===== src/sv/devc_pkg.sv =====
// ---------------------------------------------------------------------------
// devc_pkg
// types and codes of the dust extractor valve controller
// ---------------------------------------------------------------------------
package devc_pkg;

	localparam int CFG_IDX_W  = 2;
	localparam int CFG_DATA_W = 16;

	localparam logic [CFG_IDX_W-1:0] REG_OFF_THRESHOLD = 2'd0;
	localparam logic [CFG_IDX_W-1:0] REG_SETTLE_TICKS  = 2'd1;
	localparam logic [CFG_IDX_W-1:0] REG_SPIN_TICKS    = 2'd2;

	localparam logic [9:0]  OFF_THRESHOLD_RST = 10'd52;
	localparam logic [7:0]  SETTLE_TICKS_RST  = 8'd25;
	localparam logic [15:0] SPIN_TICKS_RST    = 16'd100;

	localparam logic [1:0] CMD_TICK   = 2'd0;
	localparam logic [1:0] CMD_SET    = 2'd1;
	localparam logic [1:0] CMD_TOGGLE = 2'd2;

	typedef enum logic [2:0] {
		MODE_OFF    = 3'd0,
		MODE_MAN_A  = 3'd1,
		MODE_MAN_B  = 3'd2,
		MODE_AUTO_A = 3'd3,
		MODE_AUTO_B = 3'd4
	} mode_t;

	typedef enum logic [2:0] {
		PH_IDLE   = 3'b001,
		PH_SETTLE = 3'b010,
		PH_SPIN   = 3'b100
	} phase_t;

	typedef struct packed {
		logic [9:0]  off_threshold;
		logic [7:0]  settle_ticks;
		logic [15:0] spin_ticks;
	} cfg_t;

	typedef struct packed {
		logic [1:0] cmd;
		logic [2:0] requested_mode;
		logic [9:0] amps_a;
		logic [9:0] amps_b;
		logic       valve_a_pin;
		logic       valve_b_pin;
	} item_t;

	typedef struct packed {
		logic       vac_motor_on;
		logic       valve_motor_on;
		logic [2:0] mode_now;
		logic       busy_res;
		logic       ignored;
	} result_t;

endpackage


===== src/sv/devc_ifs.sv =====
// ---------------------------------------------------------------------------
// devc channel interfaces
// command channel into the controller and status channel out of it
// ---------------------------------------------------------------------------
interface devc_cmd_if;
	logic       valid;
	logic       ready;
	logic [1:0] cmd;
	logic [2:0] requested_mode;
	logic [9:0] amps_a;
	logic [9:0] amps_b;
	logic       valve_a_pin;
	logic       valve_b_pin;

	modport source (output valid, cmd, requested_mode, amps_a, amps_b,
		valve_a_pin, valve_b_pin, input ready);
	modport sink (input valid, cmd, requested_mode, amps_a, amps_b,
		valve_a_pin, valve_b_pin, output ready);
endinterface

interface devc_status_if;
	logic       valid;
	logic       ready;
	logic       vac_motor_on;
	logic       valve_motor_on;
	logic [2:0] mode_now;
	logic       busy_res;
	logic       ignored;

	modport source (output valid, vac_motor_on, valve_motor_on, mode_now, busy_res,
		ignored, input ready);
	modport sink (input valid, vac_motor_on, valve_motor_on, mode_now, busy_res,
		ignored, output ready);
endinterface


===== src/sv/devc_cfg_regs.sv =====
// ---------------------------------------------------------------------------
// devc_cfg_regs
// threshold and timing registers behind the plain write port
// ---------------------------------------------------------------------------
module devc_cfg_regs (
	input  logic                           clk,
	input  logic                           arst_n,
	input  logic                           cfg_we,
	input  logic [devc_pkg::CFG_IDX_W-1:0]  cfg_index,
	input  logic [devc_pkg::CFG_DATA_W-1:0] cfg_data,
	output devc_pkg::cfg_t                 cfg
);
	import devc_pkg::*;

	cfg_t cfg_q;

	always_ff @(posedge clk or negedge arst_n) begin
		if (!arst_n) begin
			cfg_q.off_threshold <= OFF_THRESHOLD_RST;
			cfg_q.settle_ticks  <= SETTLE_TICKS_RST;
			cfg_q.spin_ticks    <= SPIN_TICKS_RST;
		end else if (cfg_we) begin
			unique case (cfg_index)
				REG_OFF_THRESHOLD: cfg_q.off_threshold <= cfg_data[9:0];
				REG_SETTLE_TICKS:  cfg_q.settle_ticks  <= cfg_data[7:0];
				REG_SPIN_TICKS:    cfg_q.spin_ticks    <= cfg_data[15:0];
				default: ;
			endcase
		end
	end

	assign cfg = cfg_q;

endmodule


===== src/sv/devc_core.sv =====
// ---------------------------------------------------------------------------
// devc_core
// mode and valve switching state with the per-item update logic
// ---------------------------------------------------------------------------
module devc_core (
	input  logic              clk,
	input  logic              arst_n,
	input  logic              step,
	input  devc_pkg::item_t   item,
	input  devc_pkg::cfg_t    cfg,
	output devc_pkg::result_t res
);
	import devc_pkg::*;

	mode_t       mode_q, mode_d;
	mode_t       target_q, target_d;
	phase_t      phase_q, phase_d;
	logic [7:0]  settle_q, settle_d;
	logic [15:0] spin_q, spin_d;
	logic        vac_q, vac_d;
	logic        valve_q, valve_d;

	logic        busy;
	logic        ign;
	logic        do_enter;
	mode_t       enter_m;
	logic        want_a;
	logic        tgt_a;
	logic        tgt_pin;
	logic [7:0]  settle_load;
	logic [7:0]  settle_dec;
	logic [15:0] spin_dec;
	logic [10:0] on_level;

	assign busy        = (phase_q != PH_IDLE);
	assign settle_load = (cfg.settle_ticks == '0) ? 8'd1 : cfg.settle_ticks;
	assign settle_dec  = settle_q - 8'd1;
	assign spin_dec    = spin_q - 16'd1;
	assign on_level    = {cfg.off_threshold, 1'b0};
	assign tgt_a       = (target_q == MODE_MAN_A) || (target_q == MODE_AUTO_A);
	assign tgt_pin     = tgt_a ? item.valve_a_pin : item.valve_b_pin;
	assign want_a      = (enter_m == MODE_MAN_A) || (enter_m == MODE_AUTO_A);

	always_comb begin
		mode_d   = mode_q;
		target_d = target_q;
		phase_d  = phase_q;
		settle_d = settle_q;
		spin_d   = spin_q;
		vac_d    = vac_q;
		valve_d  = valve_q;
		ign      = 1'b0;
		do_enter = 1'b0;
		enter_m  = MODE_OFF;

		unique case (item.cmd)
			CMD_TICK: begin
				if (busy) begin
					if (phase_q == PH_SETTLE) begin
						if (tgt_pin) begin
							settle_d = settle_load;
						end else begin
							settle_d = settle_dec;
							if (settle_dec == '0) begin
								if (cfg.spin_ticks == '0) begin
									valve_d = 1'b0;
									vac_d   = 1'b1;
									mode_d  = target_q;
									phase_d = PH_IDLE;
								end else begin
									spin_d  = cfg.spin_ticks;
									phase_d = PH_SPIN;
								end
							end
						end
					end else begin
						spin_d = spin_dec;
						if (spin_dec == '0) begin
							valve_d = 1'b0;
							vac_d   = 1'b1;
							mode_d  = target_q;
							phase_d = PH_IDLE;
						end
					end
				end else begin
					// auto control: start on A before B, stop on the active outlet
					unique case (mode_q)
						MODE_OFF: begin
							if ({1'b0, item.amps_a} > on_level) begin
								do_enter = 1'b1;
								enter_m  = MODE_AUTO_A;
							end else if ({1'b0, item.amps_b} > on_level) begin
								do_enter = 1'b1;
								enter_m  = MODE_AUTO_B;
							end
						end
						MODE_AUTO_A: do_enter = (item.amps_a < cfg.off_threshold);
						MODE_AUTO_B: do_enter = (item.amps_b < cfg.off_threshold);
						default: ;
					endcase
				end
			end
			CMD_SET, CMD_TOGGLE: begin
				if (busy) begin
					ign = 1'b1;
				end else if (item.requested_mode <= MODE_AUTO_B) begin
					do_enter = 1'b1;
					// toggling the active mode selects off
					if (item.cmd == CMD_SET || mode_q != mode_t'(item.requested_mode))
						enter_m = mode_t'(item.requested_mode);
				end
			end
			default: ;
		endcase

		if (do_enter) begin
			if (enter_m == MODE_OFF) begin
				vac_d  = 1'b0;
				mode_d = MODE_OFF;
			end else if ((item.valve_a_pin && want_a) || (item.valve_b_pin && !want_a)) begin
				vac_d    = 1'b0;
				valve_d  = 1'b1;
				target_d = enter_m;
				phase_d  = PH_SETTLE;
				settle_d = settle_load;
			end else begin
				vac_d  = 1'b1;
				mode_d = enter_m;
			end
		end
	end

	always_ff @(posedge clk or negedge arst_n) begin
		if (!arst_n) begin
			mode_q   <= MODE_OFF;
			target_q <= MODE_OFF;
			phase_q  <= PH_IDLE;
			settle_q <= '0;
			spin_q   <= '0;
			vac_q    <= 1'b0;
			valve_q  <= 1'b0;
		end else if (step) begin
			mode_q   <= mode_d;
			target_q <= target_d;
			phase_q  <= phase_d;
			settle_q <= settle_d;
			spin_q   <= spin_d;
			vac_q    <= vac_d;
			valve_q  <= valve_d;
		end
	end

	assign res.vac_motor_on   = vac_d;
	assign res.valve_motor_on = valve_d;
	assign res.mode_now       = mode_d;
	assign res.busy_res       = (phase_d != PH_IDLE);
	assign res.ignored        = ign;

endmodule


===== src/sv/dust_extractor_valve_controller_top.sv =====
// ---------------------------------------------------------------------------
// dust_extractor_valve_controller_top
// vacuum and valve motor controller for two tool outlets
// ---------------------------------------------------------------------------
// cmd_ch carries one item per handshake: a millisecond tick with the two
// current samples and valve sensor pins, a set-mode or a toggle request.
// status_ch returns exactly one status item per command item, in order,
// with the motor drives, the committed mode, busy and the ignored flag.
// cfg_we/cfg_index/cfg_data write the threshold and timing registers;
// write them only while no item is in flight.
// an accepted item is held in the input register until the status
// register is free; then the state update and its status are registered
// together, and the status item is offered on status_ch.
// one item per cycle is sustained while status_ch.ready stays high.
// the status register holds a valid status while status_ch.ready is low; the input
// register keeps taking items until it is full, then cmd_ch.ready drops.
// reset clears the mode to off with both motors stopped and no switching
// in progress; the registers return to threshold 52, settle 25, spin 100.
// ---------------------------------------------------------------------------
module dust_extractor_valve_controller_top (
	input  logic                           clk,
	input  logic                           arst_n,
	devc_cmd_if.sink                       cmd_ch,
	devc_status_if.source                  status_ch,
	input  logic                           cfg_we,
	input  logic [devc_pkg::CFG_IDX_W-1:0]  cfg_index,
	input  logic [devc_pkg::CFG_DATA_W-1:0] cfg_data
);
	import devc_pkg::*;

	cfg_t    cfg;
	item_t   item_s1;
	logic    valid_s1;
	result_t res;
	result_t res_s2;
	logic    valid_s2;
	logic    out_free;
	logic    step;

	assign out_free     = !valid_s2 || status_ch.ready;
	assign step         = valid_s1 && out_free;
	assign cmd_ch.ready = !valid_s1 || out_free;

	always_ff @(posedge clk or negedge arst_n) begin
		if (!arst_n) begin
			valid_s1 <= 1'b0;
			valid_s2 <= 1'b0;
		end else begin
			if (cmd_ch.ready)
				valid_s1 <= cmd_ch.valid;
			if (out_free)
				valid_s2 <= valid_s1;
		end
	end

	always_ff @(posedge clk) begin
		if (cmd_ch.valid && cmd_ch.ready) begin
			item_s1.cmd            <= cmd_ch.cmd;
			item_s1.requested_mode <= cmd_ch.requested_mode;
			item_s1.amps_a         <= cmd_ch.amps_a;
			item_s1.amps_b         <= cmd_ch.amps_b;
			item_s1.valve_a_pin    <= cmd_ch.valve_a_pin;
			item_s1.valve_b_pin    <= cmd_ch.valve_b_pin;
		end
		if (step)
			res_s2 <= res;
	end

	devc_cfg_regs u_cfg (
		.clk       (clk),
		.arst_n    (arst_n),
		.cfg_we    (cfg_we),
		.cfg_index (cfg_index),
		.cfg_data  (cfg_data),
		.cfg       (cfg)
	);

	devc_core u_core (
		.clk    (clk),
		.arst_n (arst_n),
		.step   (step),
		.item   (item_s1),
		.cfg    (cfg),
		.res    (res)
	);

	assign status_ch.valid          = valid_s2;
	assign status_ch.vac_motor_on   = res_s2.vac_motor_on;
	assign status_ch.valve_motor_on = res_s2.valve_motor_on;
	assign status_ch.mode_now       = res_s2.mode_now;
	assign status_ch.busy_res       = res_s2.busy_res;
	assign status_ch.ignored        = res_s2.ignored;

endmodule


===== src/flat_wrapper.sv =====
// flat-port wrapper written by rule: the top's interface ports become plain ports
module dust_extractor_valve_controller_top_flat import devc_pkg::*;
  (clk, arst_n, cfg_we, cfg_index, cfg_data, cmd_ch_valid, cmd_ch_cmd, cmd_ch_requested_mode, cmd_ch_amps_a, cmd_ch_amps_b, cmd_ch_valve_a_pin, cmd_ch_valve_b_pin, cmd_ch_ready, status_ch_valid, status_ch_vac_motor_on, status_ch_valve_motor_on, status_ch_mode_now, status_ch_busy_res, status_ch_ignored, status_ch_ready);
  devc_cmd_if cmd_ch_i ();
  devc_status_if status_ch_i ();
  input  logic clk;
  input  logic arst_n;
  input  logic cfg_we;
  input  logic [devc_pkg::CFG_IDX_W-1:0] cfg_index;
  input  logic [devc_pkg::CFG_DATA_W-1:0] cfg_data;
  input wire logic [$bits(cmd_ch_i.valid)-1:0] cmd_ch_valid;
  input wire logic [$bits(cmd_ch_i.cmd)-1:0] cmd_ch_cmd;
  input wire logic [$bits(cmd_ch_i.requested_mode)-1:0] cmd_ch_requested_mode;
  input wire logic [$bits(cmd_ch_i.amps_a)-1:0] cmd_ch_amps_a;
  input wire logic [$bits(cmd_ch_i.amps_b)-1:0] cmd_ch_amps_b;
  input wire logic [$bits(cmd_ch_i.valve_a_pin)-1:0] cmd_ch_valve_a_pin;
  input wire logic [$bits(cmd_ch_i.valve_b_pin)-1:0] cmd_ch_valve_b_pin;
  output wire logic [$bits(cmd_ch_i.ready)-1:0] cmd_ch_ready;
  output wire logic [$bits(status_ch_i.valid)-1:0] status_ch_valid;
  output wire logic [$bits(status_ch_i.vac_motor_on)-1:0] status_ch_vac_motor_on;
  output wire logic [$bits(status_ch_i.valve_motor_on)-1:0] status_ch_valve_motor_on;
  output wire logic [$bits(status_ch_i.mode_now)-1:0] status_ch_mode_now;
  output wire logic [$bits(status_ch_i.busy_res)-1:0] status_ch_busy_res;
  output wire logic [$bits(status_ch_i.ignored)-1:0] status_ch_ignored;
  input wire logic [$bits(status_ch_i.ready)-1:0] status_ch_ready;
  assign cmd_ch_i.valid = cmd_ch_valid;
  assign cmd_ch_i.cmd = cmd_ch_cmd;
  assign cmd_ch_i.requested_mode = cmd_ch_requested_mode;
  assign cmd_ch_i.amps_a = cmd_ch_amps_a;
  assign cmd_ch_i.amps_b = cmd_ch_amps_b;
  assign cmd_ch_i.valve_a_pin = cmd_ch_valve_a_pin;
  assign cmd_ch_i.valve_b_pin = cmd_ch_valve_b_pin;
  assign cmd_ch_ready = cmd_ch_i.ready;
  assign status_ch_valid = status_ch_i.valid;
  assign status_ch_vac_motor_on = status_ch_i.vac_motor_on;
  assign status_ch_valve_motor_on = status_ch_i.valve_motor_on;
  assign status_ch_mode_now = status_ch_i.mode_now;
  assign status_ch_busy_res = status_ch_i.busy_res;
  assign status_ch_ignored = status_ch_i.ignored;
  assign status_ch_i.ready = status_ch_ready;
  dust_extractor_valve_controller_top u_core (.clk(clk), .arst_n(arst_n), .cmd_ch(cmd_ch_i), .status_ch(status_ch_i), .cfg_we(cfg_we), .cfg_index(cfg_index), .cfg_data(cfg_data));
endmodule

===== config.mk =====
export PLATFORM = sky130hd
export DESIGN_NAME = dust_extractor_valve_controller_top_flat
export DESIGN_NICKNAME = d
export VERILOG_FILES = /design/src/sv/devc_pkg.sv /design/src/sv/devc_ifs.sv /design/src/sv/devc_cfg_regs.sv /design/src/sv/devc_core.sv /design/src/sv/dust_extractor_valve_controller_top.sv /design/src/flat_wrapper.sv
export SDC_FILE = /design/constraint.sdc
export NUM_CORES = 1
export LEC_CHECK = 0
export ABC_AREA = 1
export BUFFER_PORTS_ARGS = -buffer_cell sky130_fd_sc_hd__buf_2
export CORE_UTILIZATION = 55
export CTS_CLUSTER_SIZE = 16
export DETAILED_ROUTE_END_ITERATION = 10
export PLACE_DENSITY = 0.75
export SLEW_MARGIN = 20
export SYNTH_ARGS = -nofsm -noshare
export SYNTH_HDL_FRONTEND = slang
export SYNTH_SLANG_ARGS = --single-unit
export TNS_END_PERCENT = 10

===== constraint.sdc =====
create_clock -name clk -period 4.36 [get_ports clk]
set_clock_uncertainty 0.05 [all_clocks]
set_input_delay 0 -clock clk [delete_from_list [all_inputs] [get_ports clk]]
set_output_delay 0 -clock clk [all_outputs]
set_load 0.02 [all_outputs]

==> impl_metrics.yaml, run 1 <==
timing:
  slew_headroom: 0.356
  tns_ns: 0
  finalSetupViolations: 0
  fin_crit_sh: 0.658
  whs_ns: 0.131
  period_minus_slack_ns: 2.87
  worstMarginPinSlew_ns: 0.965
  hold_violations: 0
  fmax_mhz: 348
  rsz0062_at_grt: "no"
  final_max_slew_viol_count: 0
yosys:
  synth.distinct_cells: 46
  yosysWarnings: 0
  synth_cells: 796
  synth-edff-count: 34
  synth_simple_gate_area_share: 0.244
  yosysSeqAreaShare: 0.430
  synth_xor_area_frac: 0.00536
  synth_flop_cell: "dfrtp_1"
  synth_top_family_by_area: "simple AND/OR/NAND/NOR gates"
  synth-seq-cells: 105
  syn_area_um2: 6530
  async_reset_ff_frac: 0.676
  synth.avg_cell_area_um2: 8.21
  synth_adder_area_share: 0.0824
  synth.area.mux_share: 0.00690
  synth_compound_area_frac: 0.153
  syn_nets: 889
setup_path:
  path_class: "register to register"
  crit_top_cell: "nand2_1"
  crit_chain: "inv_1, ha_1, nand2_1, nor2_1, nand3_1, nand3_1, nand2_1, nand2_1, nor2_1, o21ai_1, nand2_2, nand3_4, o211ai_1, nand3b_1"
  timing.critical_path.buf_inv: 1
  startpoint_type: "register"
  max_stage_delay_ns: 0.53
  crit_path_top_delay_cell: "dfstp_2"
  reg2reg_setup_slack_ns: 1.49
  cp.required_ns: 4.42
  rr_worst_depth: 14
  end_kind: "register"
  crit_family: "simple AND/OR/NAND/NOR gates"
  path_max_fanout: 18
  r2r-end: "u_core.status_ch.busy_res$_DFFE_PP_"
  cp_data_arrival_time_ns: 2.93
  rr_startpoint: "u_core.u_cfg.cfg[29]$_DFFE_PN1P_"
worst_hold_path:
  hp-class: "input port to async pin"
placement:
  io_buffers: 58
  hpwl_um: 11200
  place_congestion: 0.930
  place_inst: 983
clocking:
  cts_resized: 0
  clk_latency_ns: 0.36
  cts-root-buf: "clkbuf_16"
  clock_path_buffers: 2
  cts_sinks: 105
  path_clk_slew_ns: 0.08
  htree_levels: 3
  cts_buffers: 9
  cts_tree: "done"
final_layout:
  insertedDiodeCount: 0
  areaGrowthSynthToFinish_pct: 17.6
  nNetsFinal: 992
  stdcell_count: 1047
  drive_above_1_share: 0.177
  fillers: 926
floorplanning:
  die_x_um: 111
  rows: 39
  start_util: 0.567
  fp.dieArea_um2: 12300
  core_area_um2: 11500
  num_io_pins: 59
  dieHeight_um: 111
global_route:
  grt_overflow: 0
  antenna_found_initial: 0
  grt_pass1_vias: 5766
  grtUsageTotal: 0.280
  grt_pass1_wl_um: 27200
  grt_max_degree: 45
routing:
  routedWlPerCell_um: 15.6
  routed_wl_um: 16300
  via_count: 5864
  detail_route.first_pass.iterations: 5
  drc: 0
  ant_nets: 0
  viasPerCell: 5.60
  drt_iter0_drc: 404
power:
  power.static_leakage_nw: 3.64
  clkPwrFrac: 0.189
  vdd_drop_max_v: 0.000328
  totalPowerFinal_w: 0.00403
  switching_share: 0.430
  powerDensity_nw_per_um2: 524
  p_int_w: 0.00230
  p_switching_w: 0.00173
  power_frac_comb: 0.426
  p_seq_frac: 0.384
job:
  drv_cap: 0
outcome:
  status: "finished clean"
-- layout make-up --
class | instances | area [um2] | share of cell area
Inverter | 108 | 405 | 0.0528
Clock inverter | 5 | 32.5 | 0.00424
Sequential cell | 105 | 2810 | 0.366
Multi-Input combinational cell | 565 | 3220 | 0.419
Tap cell | 143 | 179 | 0.0233
Timing Repair Buffer | 110 | 803 | 0.105
Clock buffer | 11 | 233 | 0.0303
-- registers in the layout, indices dropped and copies added (netlist names), 3 cells and up --
| signal | count |
|---|---|
| u_core.u_cfg.cfg | 34 |
| u_core.item_s1 | 27 |
| u_core.u_core.spin_q | 16 |
| u_core.u_core.settle_q | 8 |
| u_core.status_ch.mode_now | 3 |
| u_core.u_core.mode_q | 3 |
| u_core.u_core.phase_q | 3 |
| u_core.u_core.target_q | 3 |
-- power by group through the flow --
stage                     clock, W  sequential, W  combinational (W)
after floorplan                  0        0.00151            0.00127
after global placement           0        0.00154            0.00156
after detailed placement         0        0.00155            0.00164
after CTS                 0.000768        0.00154            0.00169
after global routing      0.000817        0.00158            0.00193
final                     0.000762        0.00155            0.00172
-- synthesized netlist by cell type, types with 2 or more instances --
cell type  count  area (um2)
edfxtp_1      34        1020
nor2_1        60         225
o211ai_2      15         188
o21a_1         6        45.0
nor4_1         2        12.5
ha_1          43         538
nor2_2         8        50.1
clkbuf_1       9        33.8
o21ai_2       15         131
nand3_1       47         235
o22ai_1        2        12.5
dfrtp_1       61        1530
nor3_1         4        20.0
o21ai_0       58         290
nand2_2        5        31.3
mux2_2         4        45.0
nor3_2         2        20.0
a21oi_1       28         140
buf_2          4        20.0
nand2_1      208         781
o21ai_1       12        60.1
xor2_1         3        26.3
nand4_1       11        68.8
o211ai_1       8        60.1
inv_1         99         372
or2_2          3        18.8
inv_2          8        30.0
dfstp_2       10         263
buf_6          3        33.8
nor2_4         2        22.5
nand3_2        6        60.1
a21oi_2        2        17.5
-- cell usage in the layout (no fill, tap or decap), drive strengths merged --
| cell type | netlist | final |
|---|---|---|
| dlygate4sd3 | 0 | 48 |
| o21bai | 1 | 1 |
| dfstp | 10 | 10 |
| buf | 9 | 62 |
| clkinv | 1 | 3 |
| nor3 | 6 | 6 |
| o21ai | 85 | 85 |
| and2 | 1 | 1 |
| a211oi | 1 | 1 |
| a31oi | 1 | 1 |
| clkinvlp | 0 | 1 |
| o22ai | 2 | 2 |
| nand3 | 54 | 54 |
| dfrtp | 61 | 61 |
| nand2 | 213 | 213 |
| a21boi | 1 | 1 |
| o211ai | 23 | 23 |
| clkbuf | 9 | 11 |
| edfxtp | 34 | 34 |
| nor4 | 2 | 2 |
| or2 | 3 | 3 |
| xnor2 | 1 | 1 |
| nand3b | 1 | 1 |
| mux2 | 4 | 4 |
| xor2 | 3 | 3 |
| inv | 107 | 109 |
| nor3b | 1 | 1 |
| o21a | 6 | 6 |
| ha | 43 | 43 |
| nor2 | 70 | 70 |
| nand4 | 12 | 12 |
| a21oi | 31 | 31 |
-- repair_timing --
item,in CTS,in global routing
hold buffers,48,0
hold endpoints to repair,102,0
buffers inserted,0,0
-- per-layer routing --
metal  up-vias  global-route usage  part of all wire
li1       2836                   -                 -
met1      2773               0.343              0.42
met2       215               0.494              0.51
met3        40              0.0487             0.047
met4         0              0.0995             0.024
met5         -                   0                 0
-- cells by family (layout without fill, tap and decap cells) --
group / Yosys count / after routing
and+or+nand+nor: 363 / 363
AOI/OAI and AO/OA: 151 / 151
buffers and inverters: 126 / 234
DFF: 105 / 105
adders and majority gates: 43 / 43
xor gates and xnor gates: 4 / 4
muxes: 4 / 4
-- worst max-delay path by stage --
stage                                                to  depth (start not counted)                                  start
floorplan           u_core.status_ch.busy_res$_DFFE_PP_                         12       u_core.u_cfg.cfg[29]$_DFFE_PN1P_
global placement    u_core.status_ch.busy_res$_DFFE_PP_                         14       u_core.u_cfg.cfg[29]$_DFFE_PN1P_
detailed placement  u_core.status_ch.busy_res$_DFFE_PP_                         14       u_core.u_cfg.cfg[29]$_DFFE_PN1P_
CTS                 u_core.status_ch.busy_res$_DFFE_PP_                         14       u_core.u_cfg.cfg[29]$_DFFE_PN1P_
global route        u_core.u_core.spin_q[3]$_DFFE_PN0P_                         12  u_core.u_core.settle_q[0]$_DFFE_PN0P_
finish              u_core.status_ch.busy_res$_DFFE_PP_                         14       u_core.u_cfg.cfg[29]$_DFFE_PN1P_
-- through the flow --
stage	util	instance area, um2	setup slack [ns]
finish	0.667	7680	1.49
detailed placement	0.602	6930	1.53
floorplan	-	6530	1.94
global placement	0.602	6930	1.69
global route	0.667	7680	1.31
CTS	0.667	7680	1.52
Power figures use the tool's default switching activity.
==> run 2: changes to the inputs <==
--- a/config.mk
+++ b/config.mk
@@ -5,7 +5,7 @@
 export SDC_FILE = /design/constraint.sdc
 export NUM_CORES = 1
 export LEC_CHECK = 0
-export ABC_AREA = 1
+export ABC_AREA = 0
 export BUFFER_PORTS_ARGS = -buffer_cell sky130_fd_sc_hd__buf_2
 export CORE_UTILIZATION = 55
 export CTS_CLUSTER_SIZE = 16
==> constraint.sdc (replaced) <==
create_clock -name clk -period 2.7 [get_ports clk]
set_clock_uncertainty 0.05 [all_clocks]
set_input_delay 0 -clock clk [delete_from_list [all_inputs] [get_ports clk]]
set_output_delay 0 -clock clk [all_outputs]
set_load 0.02 [all_outputs]
==> impl_metrics.yaml, run 2 <==
outcome:
  status: "complete, but fails checks"
  violations: "setup timing"
timing:
  worstMarginPinSlew_ns: 0.751
  setup_ws_ns: -0.322
  finalSetupViolations: 24
  fin_crit_sh: 1.12
  slew_headroom: 0.498
  whs_ns: 0.0298
  rsz0062_at_grt: "yes"
  final_max_slew_viol_count: 0
  period_minus_slack_ns: 3.02
  tns_ns: -5.86
  fmax_mhz: 331
  hold_violations: 0
setup_path:
  rr_startpoint: "u_core.u_cfg.cfg[28]$_DFFE_PN1P_"
  r2r-end: "u_core.u_core.target_q[2]$_DFFE_PN0P_"
  cp_data_arrival_time_ns: 3.29
  cp.required_ns: 2.96
  end_kind: "register"
  timing.critical_path.buf_inv: 3
  max_stage_delay_ns: 0.56
  startpoint_type: "register"
  crit_family: "compound AO/OA/AOI/OAI gates"
  cp.depth: 12
  startpoint: "u_core.u_cfg.cfg[28]$_DFFE_PN1P_"
  path_class: "register to register"
  reg2reg_setup_slack_ns: -0.32
  path_max_fanout: 7
  rr_worst_depth: 12
  crit_chain: "inv_4, ha_4, and4_4, o21a_1, o31ai_4, a211o_4, a32o_2, a211oi_4, buf_6, buf_8, nand2b_4, mux2i_1"
  worstSetupEndpoint: "u_core.u_core.target_q[2]$_DFFE_PN0P_"
  crit_path_top_delay_cell: "dfstp_2"
final_layout:
  layout_common_cells: "87 x buf_4, 61 x dfrtp_1, 58 x buf_2"
  fillers: 709
  insertedDiodeCount: 0
  nNetsFinal: 894
  final_common_cell: "buf_4"
  largest_register_ffs: 34
  drive_above_1_share: 0.329
  areaGrowthSynthToFinish_pct: 33.2
routing:
  viasPerCell: 6.17
  routedWlPerCell_um: 19.9
  routed_wl_um: 18900
  drc: 0
  ant_nets: 0
  drt_iter0_drc: 412
  via_count: 5839
  detail_route.first_pass.iterations: 5
yosys:
  synth_flop_cell: "dfrtp_1"
  synth_common_cells: "61 x dfrtp_1, 54 x o21ai_0, 52 x nor2_1"
  synth_compound_area_frac: 0.184
  synth_adder_area_share: 0.0870
  synth.avg_cell_area_um2: 10.0
  synth_simple_gate_area_share: 0.174
  synth-edff-count: 34
  synth_xor_area_frac: 0.00567
  synth_top_area_share: 0.247
  yosysSeqAreaShare: 0.455
  syn_area_um2: 6180
  synth_cells: 616
  synth-seq-cells: 105
  synth_most_common_cell: "dfrtp_1"
  synth_top_family_by_area: "compound AO/OA/AOI/OAI gates"
  yosysTopAreaCell: "dfrtp_1"
  synth.distinct_cells: 73
  synth_area_leaders: "dfrtp_1 25%, edfxtp_1 17%, ha_1 8.7%, mux2_2 5.3%, o21ai_0 4.4%"
  async_reset_ff_frac: 0.676
  synth.area.mux_share: 0.0601
  yosysWarnings: 0
  syn_nets: 709
placement:
  io_buffers: 58
  place_congestion: 0.942
  hpwl_um: 12200
power:
  powerDensity_nw_per_um2: 699
  power.static_leakage_nw: 3.53
  totalPowerFinal_w: 0.00575
  vdd_drop_max_v: 0.000520
clocking:
  cts_tree: "done"
  clk_latency_ns: 0.39
  cts_buffers: 9
  clock_path_buffers: 2
  cts-root-buf: "clkbuf_8"
  path_clk_slew_ns: 0.12
  htree_levels: 3
  cts_sinks: 105
floorplanning:
  fp.dieArea_um2: 11700
  rows: 38
  core_area_um2: 10900
  start_util: 0.568
  dieHeight_um: 108
  die_x_um: 108
  num_io_pins: 59
global_route:
  use_met2: 0.613
  grt_pass1_wl_um: 29800
  grt_pass1_vias: 5941
  grt_overflow: 0
  antenna_found_initial: 0
  gr-usage-met3: 0.0591
  use_met1: 0.379
  top_usage_layer: "met2"
  grt_max_degree: 38
  grtUsageTotal: 0.335
worst_hold_path:
  hp-class: "input port to async pin"
job:
  drv_cap: 0
==> run 2: changes by cell type after synthesis, moves of 8 or more <==
cell | previous run | this run
nor2_2 | 8 | 0
inv_1 | 99 | 31
nand2b_1 | 0 | 9
nand2_1 | 208 | 43
o21ai_1 | 12 | 0
inv_2 | 8 | 0
nor4_1 | 2 | 14
o21ai_2 | 15 | 1
nor2_1 | 60 | 52
o211ai_2 | 15 | 0
nand3_1 | 47 | 12
mux2_2 | 4 | 29
nor3_1 | 4 | 18
clkbuf_1 | 9 | 18
==> run 2: area by class of cell <==
class | instances | area, um2 | share of cell area
inverters | 32 | 125 | 0.0152
multi-input cells | 456 | 3450 | 0.419
repair buffers | 197 | 1480 | 0.180
flip-flops and latches | 105 | 2810 | 0.341
well taps | 140 | 175 | 0.0213
clock buffers | 10 | 138 | 0.0167
clock inverters | 6 | 51.3 | 0.00623
==> run 2: report_power, final <==
group / internal (W) / switching (W) / leakage [nW]
clock: 0.000373 / 0.000602 / 0.0983
sequential: 0.00197 / 0.000324 / 1.16
combinational: 0.00117 / 0.00131 / 2.27
==> run 2: per-layer routing <==
| layer | up-vias | wire length (um) |
|---|---|---|
| met5 | - | 0 |
| met4 | 0 | 765 |
| met3 | 68 | 1080 |
| met2 | 255 | 9850 |
| met1 | 2839 | 7170 |
| li1 | 2677 | - |
==> run 2: logic make-up (layout without fill, tap and decap cells) <==
group | Yosys count | in the layout
muxes | 33 | 33
AOI/OAI and AO/OA | 172 | 172
DFF | 105 | 105
and+or+nand+nor | 204 | 204
buffers and inverters | 55 | 245
adders and majority gates | 43 | 43
xor gates and xnor gates | 4 | 4
==> run 2: how the worst min path moves through the flow <==
stage                     startpoint                                    to  depth (start not counted)  slack (ns)
after floorplan               arst_n    u_core.status_ch.valid$_DFFE_PN0P_                          0       -0.35
after global placement        arst_n  u_core.u_core.spin_q[15]$_DFFE_PN0P_                          1       -0.08
after detailed placement      arst_n  u_core.u_core.spin_q[13]$_DFFE_PN0P_                          1       -0.07
after CTS                     arst_n  u_core.u_core.spin_q[13]$_DFFE_PN0P_                          2        0.04
after global routing          arst_n  u_core.u_core.spin_q[14]$_DFFE_PN0P_                          2        0.07
final                         arst_n  u_core.u_core.spin_q[15]$_DFFE_PN0P_                          2        0.03
==> run 2: repair_timing <==
| action | CTS | global route |
|---|---|---|
| pin swaps | 15 | 11 |
| gates resized for setup | 28 | 30 |
| hold buffers | 47 | 0 |
| gates cloned | 1 | 0 |
| setup endpoints to repair | 27 | 40 |
| hold endpoints to repair | 90 | 0 |
| buffers inserted | 4 | 2 |
==> run 2: worst register-to-register path: stages, from the launching register on <==
cell and delay [ns]:
dfstp_2 0.56, inv_4 0.05, ha_4 0.27, and4_4 0.21
o21a_1 0.18, o31ai_4 0.09, a211o_4 0.37, a32o_2 0.32
a211oi_4 0.21, buf_6 0.17, buf_8 0.14, nand2b_4 0.14
mux2i_1 0.19
==> run 2: stage by stage <==
step	worst slack [ns]	util	cell area [um2]	instances
2_1_floorplan	-0.103	-	6250	616
3_3_place_gp	-0.255	0.667	7270	878
3_5_place_dp	-0.341	0.667	7270	878
4_1_cts	-0.354	0.743	8090	945
5_1_grt	-0.410	0.756	8230	946
6_report	-0.322	0.756	8230	946
